**src/hdl/llma_pkg.sv**
```systemverilog
// ----------------------------------------------------------------------------
// llma_pkg
// Shared constants, types and the brightness scaling for the light-level
// moving average.
// ----------------------------------------------------------------------------
package llma_pkg;

  localparam int WINDOW     = 64;
  localparam int SLOT_W     = $clog2(WINDOW);
  localparam int SAMPLE_W   = 12;
  localparam int PCT_W      = 7;
  localparam int SUM_W      = SAMPLE_W + SLOT_W;
  localparam int IN_DATA_W  = 16;
  localparam int OUT_DATA_W = 24;

  localparam logic [SAMPLE_W-1:0] FULL_SCALE  = 12'd4095;
  localparam logic [SAMPLE_W-1:0] DARK_LIMIT  = 12'd5;
  localparam logic [PCT_W-1:0]    PERCENT_MAX = 7'd100;

  typedef logic [SLOT_W-1:0]   slot_t;
  typedef logic [SAMPLE_W-1:0] sample_t;
  typedef logic [SUM_W-1:0]    sum_t;
  typedef logic [PCT_W-1:0]    pct_t;

  typedef struct packed {
    logic    en;
    slot_t   slot;
    sample_t data;
  } ring_wr_t;

  // 100 - floor(mean * 100 / 4095), clamped at both ends.
  // floor(p / 4095) = (p + (p >> 12) + 1) >> 12 holds for p < 4095 * 4096.
  function automatic pct_t brightness_of(sample_t mean);
    logic [18:0] prod;
    logic [19:0] acc;
    logic [7:0]  quo;
    pct_t        res;
    prod = 19'(mean) * 19'd100;
    acc  = 20'(prod) + 20'(prod >> 12) + 20'd1;
    quo  = acc[19:12];
    if (mean >= FULL_SCALE) begin
      res = '0;
    end else if (mean <= DARK_LIMIT) begin
      res = PERCENT_MAX;
    end else begin
      res = PERCENT_MAX - quo[PCT_W-1:0];
    end
    return res;
  endfunction

endpackage

```
**src/hdl/light_level_moving_average_core.sv**
```systemverilog
// ----------------------------------------------------------------------------
// light_level_moving_average_core
// Boxcar average of the last 64 light-sensor samples with an inverted
// brightness percentage.
//
//   channel | dir | tdata fields (low bit up)
//   --------+-----+------------------------------------------------
//   s_axis  | in  | sample[11:0], zero[15:12]
//   m_axis  | out | mean_level[11:0], brightness_percent[18:12], zero
//
// One item per cycle sustained while m_tready stays high; an accepted item passes
// through the stage 1, stage 2 and output registers before m_tvalid rises.
// Stage 1 is the ring RAM read, stage 2 updates the running sum and mean,
// stage 3 scales the mean to percent into the output register.
// Reset clears sum, slot pointer and the per-entry valid bits at once.
// Back-pressure on m_tready stalls each stage only when the next one is full.
// ----------------------------------------------------------------------------
module light_level_moving_average_core (
  input  logic                             clk,
  input  logic                             rst,
  input  logic                             s_tvalid,
  output logic                             s_tready,
  input  logic [llma_pkg::IN_DATA_W-1:0]   s_tdata,   // sample[11:0]
  output logic                             m_tvalid,
  input  logic                             m_tready,
  output logic [llma_pkg::OUT_DATA_W-1:0]  m_tdata    // mean_level, brightness_percent
);

  logic                   in_acc;
  llma_pkg::slot_t        wr_slot;

  logic                   s1_valid;
  llma_pkg::slot_t        s1_slot;
  llma_pkg::sample_t      s1_sample;
  llma_pkg::sample_t      old_sample;
  logic                   s1_adv;

  llma_pkg::sum_t         window_sum;
  llma_pkg::sum_t         window_sum_next;

  logic                   s2_valid;
  llma_pkg::sample_t      s2_mean;
  logic                   s2_adv;
  logic                   s2_free;

  logic                   out_free;
  llma_pkg::sample_t      mean_level;
  llma_pkg::pct_t         brightness_percent;

  llma_pkg::ring_wr_t     ring_wr;

  assign out_free = !m_tvalid || m_tready;
  assign s2_adv   = s2_valid && out_free;
  assign s2_free  = !s2_valid || out_free;
  assign s1_adv   = s1_valid && s2_free;
  assign s_tready = !s1_valid || s2_free;
  assign in_acc   = s_tvalid && s_tready;

  assign ring_wr.en   = s1_adv;
  assign ring_wr.slot = s1_slot;
  assign ring_wr.data = s1_sample;

  llma_ring u_ring (
    .clk     (clk),
    .rst     (rst),
    .rd_en   (in_acc),
    .rd_slot (wr_slot),
    .rd_data (old_sample),
    .wr      (ring_wr)
  );

  assign window_sum_next = window_sum - llma_pkg::SUM_W'(old_sample)
                         + llma_pkg::SUM_W'(s1_sample);

  always_ff @(posedge clk) begin
    if (rst) begin
      wr_slot    <= '0;
      s1_valid   <= 1'b0;
      s2_valid   <= 1'b0;
      m_tvalid   <= 1'b0;
      window_sum <= '0;
    end else begin
      if (in_acc) begin
        wr_slot <= wr_slot + llma_pkg::slot_t'(1);
      end
      if (s_tready) begin
        s1_valid <= s_tvalid;
      end
      if (s2_free) begin
        s2_valid <= s1_valid;
      end
      if (out_free) begin
        m_tvalid <= s2_valid;
      end
      if (s1_adv) begin
        window_sum <= window_sum_next;
      end
    end
  end

  always_ff @(posedge clk) begin
    if (in_acc) begin
      s1_slot   <= wr_slot;
      s1_sample <= s_tdata[llma_pkg::SAMPLE_W-1:0];
    end
    if (s1_adv) begin
      s2_mean <= window_sum_next[llma_pkg::SUM_W-1 -: llma_pkg::SAMPLE_W];
    end
    if (s2_adv) begin
      mean_level         <= s2_mean;
      brightness_percent <= llma_pkg::brightness_of(s2_mean);
    end
  end

  assign m_tdata = {
    (llma_pkg::OUT_DATA_W - llma_pkg::SAMPLE_W - llma_pkg::PCT_W)'(0),
    brightness_percent,
    mean_level
  };

endmodule

```
**src/hdl/llma_ring.sv**
```systemverilog
// ----------------------------------------------------------------------------
// llma_ring
// Sample ring: one synchronous RAM with registered read and a valid bit per
// entry, so entries not yet written read as zero after reset.
// ----------------------------------------------------------------------------
module llma_ring (
  input  logic               clk,
  input  logic               rst,
  input  logic               rd_en,
  input  llma_pkg::slot_t    rd_slot,
  output llma_pkg::sample_t  rd_data,
  input  llma_pkg::ring_wr_t wr
);

  llma_pkg::sample_t                 ring [llma_pkg::WINDOW];
  logic [llma_pkg::WINDOW-1:0]       written;
  llma_pkg::sample_t                 rd_word;
  logic                              rd_hit;

  always_ff @(posedge clk) begin
    if (wr.en) begin
      ring[wr.slot] <= wr.data;
    end
    if (rd_en) begin
      rd_word <= ring[rd_slot];
    end
  end

  always_ff @(posedge clk) begin
    if (rst) begin
      written <= '0;
      rd_hit  <= 1'b0;
    end else begin
      if (wr.en) begin
        written[wr.slot] <= 1'b1;
      end
      if (rd_en) begin
        rd_hit <= written[rd_slot];
      end
    end
  end

  assign rd_data = rd_hit ? rd_word : '0;

endmodule

```
**config.mk**
```make
export PLATFORM = sky130hd
export DESIGN_NAME = light_level_moving_average_core
export DESIGN_NICKNAME = d
export VERILOG_FILES = /design/src/hdl/llma_pkg.sv /design/src/hdl/light_level_moving_average_core.sv /design/src/hdl/llma_ring.sv
export SDC_FILE = /design/constraint.sdc
export NUM_CORES = 1
export LEC_CHECK = 0
export ABC_AREA = 1
export BUFFER_PORTS_ARGS = -buffer_cell sky130_fd_sc_hd__buf_2
export CORE_ASPECT_RATIO = 1.75
export CORE_UTILIZATION = 35
export CTS_CLUSTER_DIAMETER = 50
export DETAILED_ROUTE_END_ITERATION = 10
export GPL_TIMING_DRIVEN = 1
export SKIP_CTS_REPAIR_TIMING = 1
export SLEW_MARGIN = 0
export SYNTH_ARGS = -nofsm -noshare
export SYNTH_HDL_FRONTEND = slang
export SYNTH_SLANG_ARGS = --single-unit
```
**constraint.sdc**
```tcl
create_clock -name clk -period 4.25 [get_ports clk]
set_input_delay 0.2125 -clock clk [delete_from_list [all_inputs] [get_ports clk]]
set_output_delay 0.2125 -clock clk [all_outputs]
set_load 0.01 [all_outputs]
```
[Word level (Yosys, flattened, before mapping)]
Memory sizes are Yosys's and may differ from the RTL's. A register that Yosys moved wholly into a read port is not among the register bits.
Cells that the tools add are included.
Widths: inputs -> output; s select.
Word-level totals
  bits in registers: 141
  bits in latches: 0
  memory bits (writable): 768
  ROM bits: 0
  input bits: 20
  output and inout port bits: 26
  word-level logic and storage cells: 46
  memories: 1
Memory list
  u_ring.ring: depth 64, bits a word 12, read ports 1, clocked after memory_dff 1, write ports 1, line llma_ring.sv:15  | llma_pkg::sample_t ring [llma_pkg::WINDOW];
Operators by class
  add/sub/neg operators: 6
  multiply operators: 1
  div/mod/pow operators: 0
  order comparisons: 5
  equal/unequal tests: 0
  shift-type cells: 0
  mux-type cells: 8
  bitwise gates (word level): 1
  reduce and logical (&&, ||, !) cells: 11
Operators by type and width (count)
  $or 64x64->64: 1
  $add 19x1->19 const B: 1
  $add 19x7->19: 1
  $add 18x12->18: 1
  $sub 18x12->18: 1
  $mul 12x5->17 const B: 1
  $lt 6x7->1 const B: 2
  $ge 12x12->1 const B: 1
  $le 12x3->1 const B: 1
  $mux 12: 1
  $mux 7: 1
  $sub 7x7->7 const A: 1
  $add 6x1->6 const B: 1
  $bmux 1 s6: 1
  $demux 1 s6: 1
  $ge 6x1->1 const B: 1
  $logic_and 1x1->1: 4
  $mux 1: 4
  $logic_not 1->1: 3
  $logic_or 1x1->1: 3
  $reduce_or 2->1: 1

[Depth between registers and ports, before layout]
  depth in word-level cells: 6
  mapped depth: 34
  depth with buffers taken out: 34

[Hierarchy]
From an unflattened synthesis, not the netlist that was laid out.
Unflattened totals
  cells, all modules: 3587
  area total of the unflattened synthesis: 39554.2 um^2
Modules (own cells, without submodules)
  llma_ring: instances 1, cells an instance 2872, area an instance 33687.3 um^2, sequential area each 24723.7 um^2
  light_level_moving_average_core: instances 1, cells an instance 715, area an instance 5866.9 um^2, sequential area each 2011.9 um^2

[Worst setup path before layout]
Ideal clock, no wire load.
  kind: reg-to-reg
  from: reg s2_mean[3]
  to: reg brightness_percent[6] (data pin)
  setup time: 0.250 ns
  arrival: 4.454 ns
  required time: 4.000 ns
  slack: -0.454 ns
  cell stages (with the launch flop): 29
  path buffers: 0
  period minus slack after synthesis: 4.704 ns
  path through: edfxtp_1 ha_1 ha_1 inv_1 fa_1 inv_1 ha_1 or2_0 and2_4 a21oi_2 o21bai_2 xor2_1 ha_1 a21oi_1 inv_1 a211oi_1 nand2_1 nand3_1 nand2_1 nand2_1 nand2_1 and2_1 ha_1 nand3_2 nand3_1 nand3_1 nand3_1 nand2_1 inv_1
On the way
  cells in the longest elaborated chain, start to end: 5
  elaborated cells on any way between the ends: 7
  classes of those cells: add/sub: 3; mul: 1; order compare: 2; mux: 1
RTL lines
  from (decl): line light_level_moving_average_core.sv:42  | llma_pkg::sample_t s2_mean;
  from (signal assigned): line light_level_moving_average_core.sv:107  | s2_mean <= window_sum_next[llma_pkg::SUM_W-1 -: llma_pkg::SAMPLE_W];
  $mul 12x5->17: line llma_pkg.sv:38  | prod = 19'(mean) * 19'd100;
  $add 19x7->19: line llma_pkg.sv:39  | acc = 20'(prod) + 20'(prod >> 12) + 20'd1;
  $add 19x1->19: line llma_pkg.sv:39
  $sub 7x7->7: line llma_pkg.sv:46  | res = PERCENT_MAX - quo[PCT_W-1:0];
  $mux 7: line llma_pkg.sv:43  | end else if (mean <= DARK_LIMIT) begin
  to (signal assigned): line light_level_moving_average_core.sv:111  | brightness_percent <= llma_pkg::brightness_of(s2_mean);
  to (decl): line light_level_moving_average_core.sv:48  | llma_pkg::pct_t brightness_percent;
Parallel ways exist; a longest one is shown, timed or not.
A chain may end at the register's enable or synchronous reset.

[Worst setup path in the final report]
  from: reg s2_mean[4]
  to: reg brightness_percent[2] (data pin)
The elaborated chain is that of the path after synthesis.

==> reports/metrics.yaml <==
combPwrFrac: 0.274
ys_async_sr_fraction: 0
gp_congestion: 0.897
arrival_ns: 5.04
grt_overflow: 0
seq_area_frac_synth: 0.695
drive_above_1_share: 0.131
cts_tree: "done"
crit_fanout: 4
maxCapViolations: 0
synth-main-ff-cell: "edfxtp_1"
use_met1: 0.209
area_delta_synth_final_pct: 16.1
setup_slack_ns: -0.372
synth_cell_types: 46
finalCriticalPeriod_ns: 4.62
grt_start_max_net_pins: 169
h-tree-depth: 3
skew_ns: 0.0320
postLayoutCellArea_sq_mm: 0.0447
slew_viol_final: 0
internal-power_mw: 17.4
clockBufferDepth: 3
yosysTopAreaCellShare: 0.647
hold_class: "primary input to flip-flop"
hpwl_microns: 66000
swShare: 0.298
num_rows: 160
end_kind: "flip-flop"
ys_top_cells_by_count: "829 x edfxtp_1, 633 x nor2_1, 444 x o21ai_0, 227 x nand2_1, 194 x inv_1"
grt_antenna_before_repair: 3
finalCritPeriodShare: 1.09
grt_pass1_vias: 25200
violations: "negative setup slack"
dr.pass1.iters: 5
sequentialPowerShare: 0.412
fin_nets: 3490
portBuffers: 36
wl_per_cell_microns: 21.8
synthCells: 3232
busiest_layer: "met2"
setup_violations: 6
synth_edf_count: 829
post-synth-top-count-cell: "edfxtp_1"
dieWidth_microns: 253
clkTransAtPathRegs_ns: 0.06
power_switching_mw: 7.38
vdd_drop_max_v: 0.000352
netlist_area_sq_mm: 0.0385
post-route-drc-count: 0
placed_cell_area_sq_mm: 0.0414
power_mw: 24.7
hold_violations: 0
cts_sinks: 921
crit_type: "flip-flop to flip-flop"
root_buffer: "clkbuf_16"
gr-usage-all-layers: 0.191
outcome: "finished with violations"
ant_nets: 0
clkPwrFrac: 0.314
fmax_mhz: 216
slew_headroom: 0.170
tightest_slew_ns: 1.24
synth_largest_area_cell: "edfxtp_1"
start_util: 0.354
worstPathRequired_ns: 4.67
postSynthAreaPerCell_sq_um: 11.9
cts_buffers: 83
io_pins: 46
cp-start-kind: "flip-flop"
synthTopCellsByArea: "edfxtp_1 65%, nor2_1 6.2%, o21ai_0 5.8%"
core_sq_mm: 0.109
clock_latency_ns: 0.69
die_area_sq_mm: 0.111
gr-usage-met3: 0.0240
final_cells: 4903
p_leak_nw: 15.5
grt_first_pass_wirelength_microns: 158000
grtUsageMet2: 0.356
synth_warnings: 0
rsz0062_at_grt: "true"
die_h_microns: 441
wirelength_microns: 107000
via_count: 25900
dp_slack_ns: -0.530
fin_tns_setup_ns: -1.50
via_per_inst: 5.28
synth-seq-cells: 921
dr.first_iter.drc_count: 2102
p_per_area_mw_per_mm2: 554
dp.cells: 4727
[area by class of cell]
type / instances / area (sq um)
Antenna cell: 1 / 2.50
Clock inverter: 43 / 475
Timing Repair Buffer: 244 / 1850
Tap cell: 1458 / 1820
Sequential cell: 921 / 26700
Clock buffer: 111 / 2330
Inverter: 198 / 759
Fill cell: 10100 / 64100
Multi-Input combinational cell: 1927 / 10700
[layout by cell type (no fill, tap or decap), types with 14 or more instances in the layout]
cell type	count
edfxtp_1	829
nor2_1	628
o21ai_0	442
nand2_1	203
buf_4	188
inv_1	183
o22ai_1	124
dfxtp_1	89
o221ai_1	84
clkbuf_16	84
nand3_1	77
ha_1	61
nand4_1	56
a21oi_1	54
buf_2	35
nand2_2	26
o211ai_1	22
xor2_1	19
fa_1	18
nor3_1	16
ha_4	15
clkbuf_1	14
[worst max-delay path, stage by stage (launching register included)]
cell	delay [ns]
edfxtp_1	0.45
buf_6	0.16
ha_4	0.22
ha_4	0.26
inv_2	0.03
fa_1	0.48
inv_2	0.05
ha_4	0.22
or2_0	0.21
and2_4	0.16
a21oi_4	0.16
o21bai_4	0.10
xor2_2	0.17
ha_4	0.18
a21oi_4	0.16
inv_2	0.05
a211oi_2	0.17
nand2_1	0.07
nand3_1	0.09
nand2_2	0.09
nand2_2	0.08
nand2_2	0.05
and2_4	0.14
ha_4	0.16
buf_4	0.13
xor2_1	0.15
o21ai_1	0.12
inv_1	0.05
[cells by family (layout without fill, tap and decap cells)]
| kind of cell | count (synthesis) | after routing | share of synthesized area |
|---|---|---|---|
| flip-flops | 921 | 921 | 0.695 |
| other | 1 | 6 | 0.0000975 |
| buffers and inverters | 388 | 596 | 0.0385 |
| AND/OR/NAND/NOR | 1030 | 1030 | 0.109 |
| XOR/XNOR | 27 | 27 | 0.00634 |
| adder cells (fa/ha/maj) | 95 | 95 | 0.0346 |
| AO/OA/AOI/OAI | 770 | 770 | 0.117 |
[stage by stage]
stage | utilization | hold slack [ns]
after floorplan | - | 0.311
after global placement | 0.381 | 0.391
after detailed placement | 0.381 | 0.392
after CTS | 0.407 | -0.328
after global routing | 0.411 | 0.0883
final | 0.411 | 0.0993
[sequential cells by signal, indices dropped and copies added, names as in the netlist]
name and count:
brightness_percent 7, m_tvalid 1, mean_level 12, s1_sample 12, s1_slot 6, s1_valid 1
s2_mean 12, s2_valid 1, u_ring.rd_hit 1, u_ring.rd_word 12, u_ring.ring 768, u_ring.written 64
window_sum 18, wr_slot 6
[per-layer routing]
| layer | up-vias | wire (microns) |
|---|---|---|
| li1 | 11900 | - |
| met1 | 13100 | 39300 |
| met2 | 679 | 57700 |
| met3 | 199 | 4440 |
| met4 | 0 | 5570 |
| met5 | - | 0 |
[final timing paths]
check,startpoint,to,slack [ns],cells after the start
max,s2_mean[4],brightness_percent[2],-0.37,27
min,s_tvalid,wr_slot[1],0.1,3
max reg2reg,s2_mean[4],brightness_percent[2],-0.37,27
min reg2reg,window_sum[0],window_sum[0],0.46,2
[power by group through the flow]
stage / Clock, mW / Combinational, mW / Sequential [mW]
floorplan: 0 / 3.68 / 10.4
detailed placement: 0 / 6.04 / 10.4
global placement: 0 / 6.00 / 10.4
global route: 8.18 / 7.48 / 10.2
finish: 7.77 / 6.78 / 10.2
CTS: 7.88 / 6.07 / 10.2
Power figures use the tool's default switching activity.
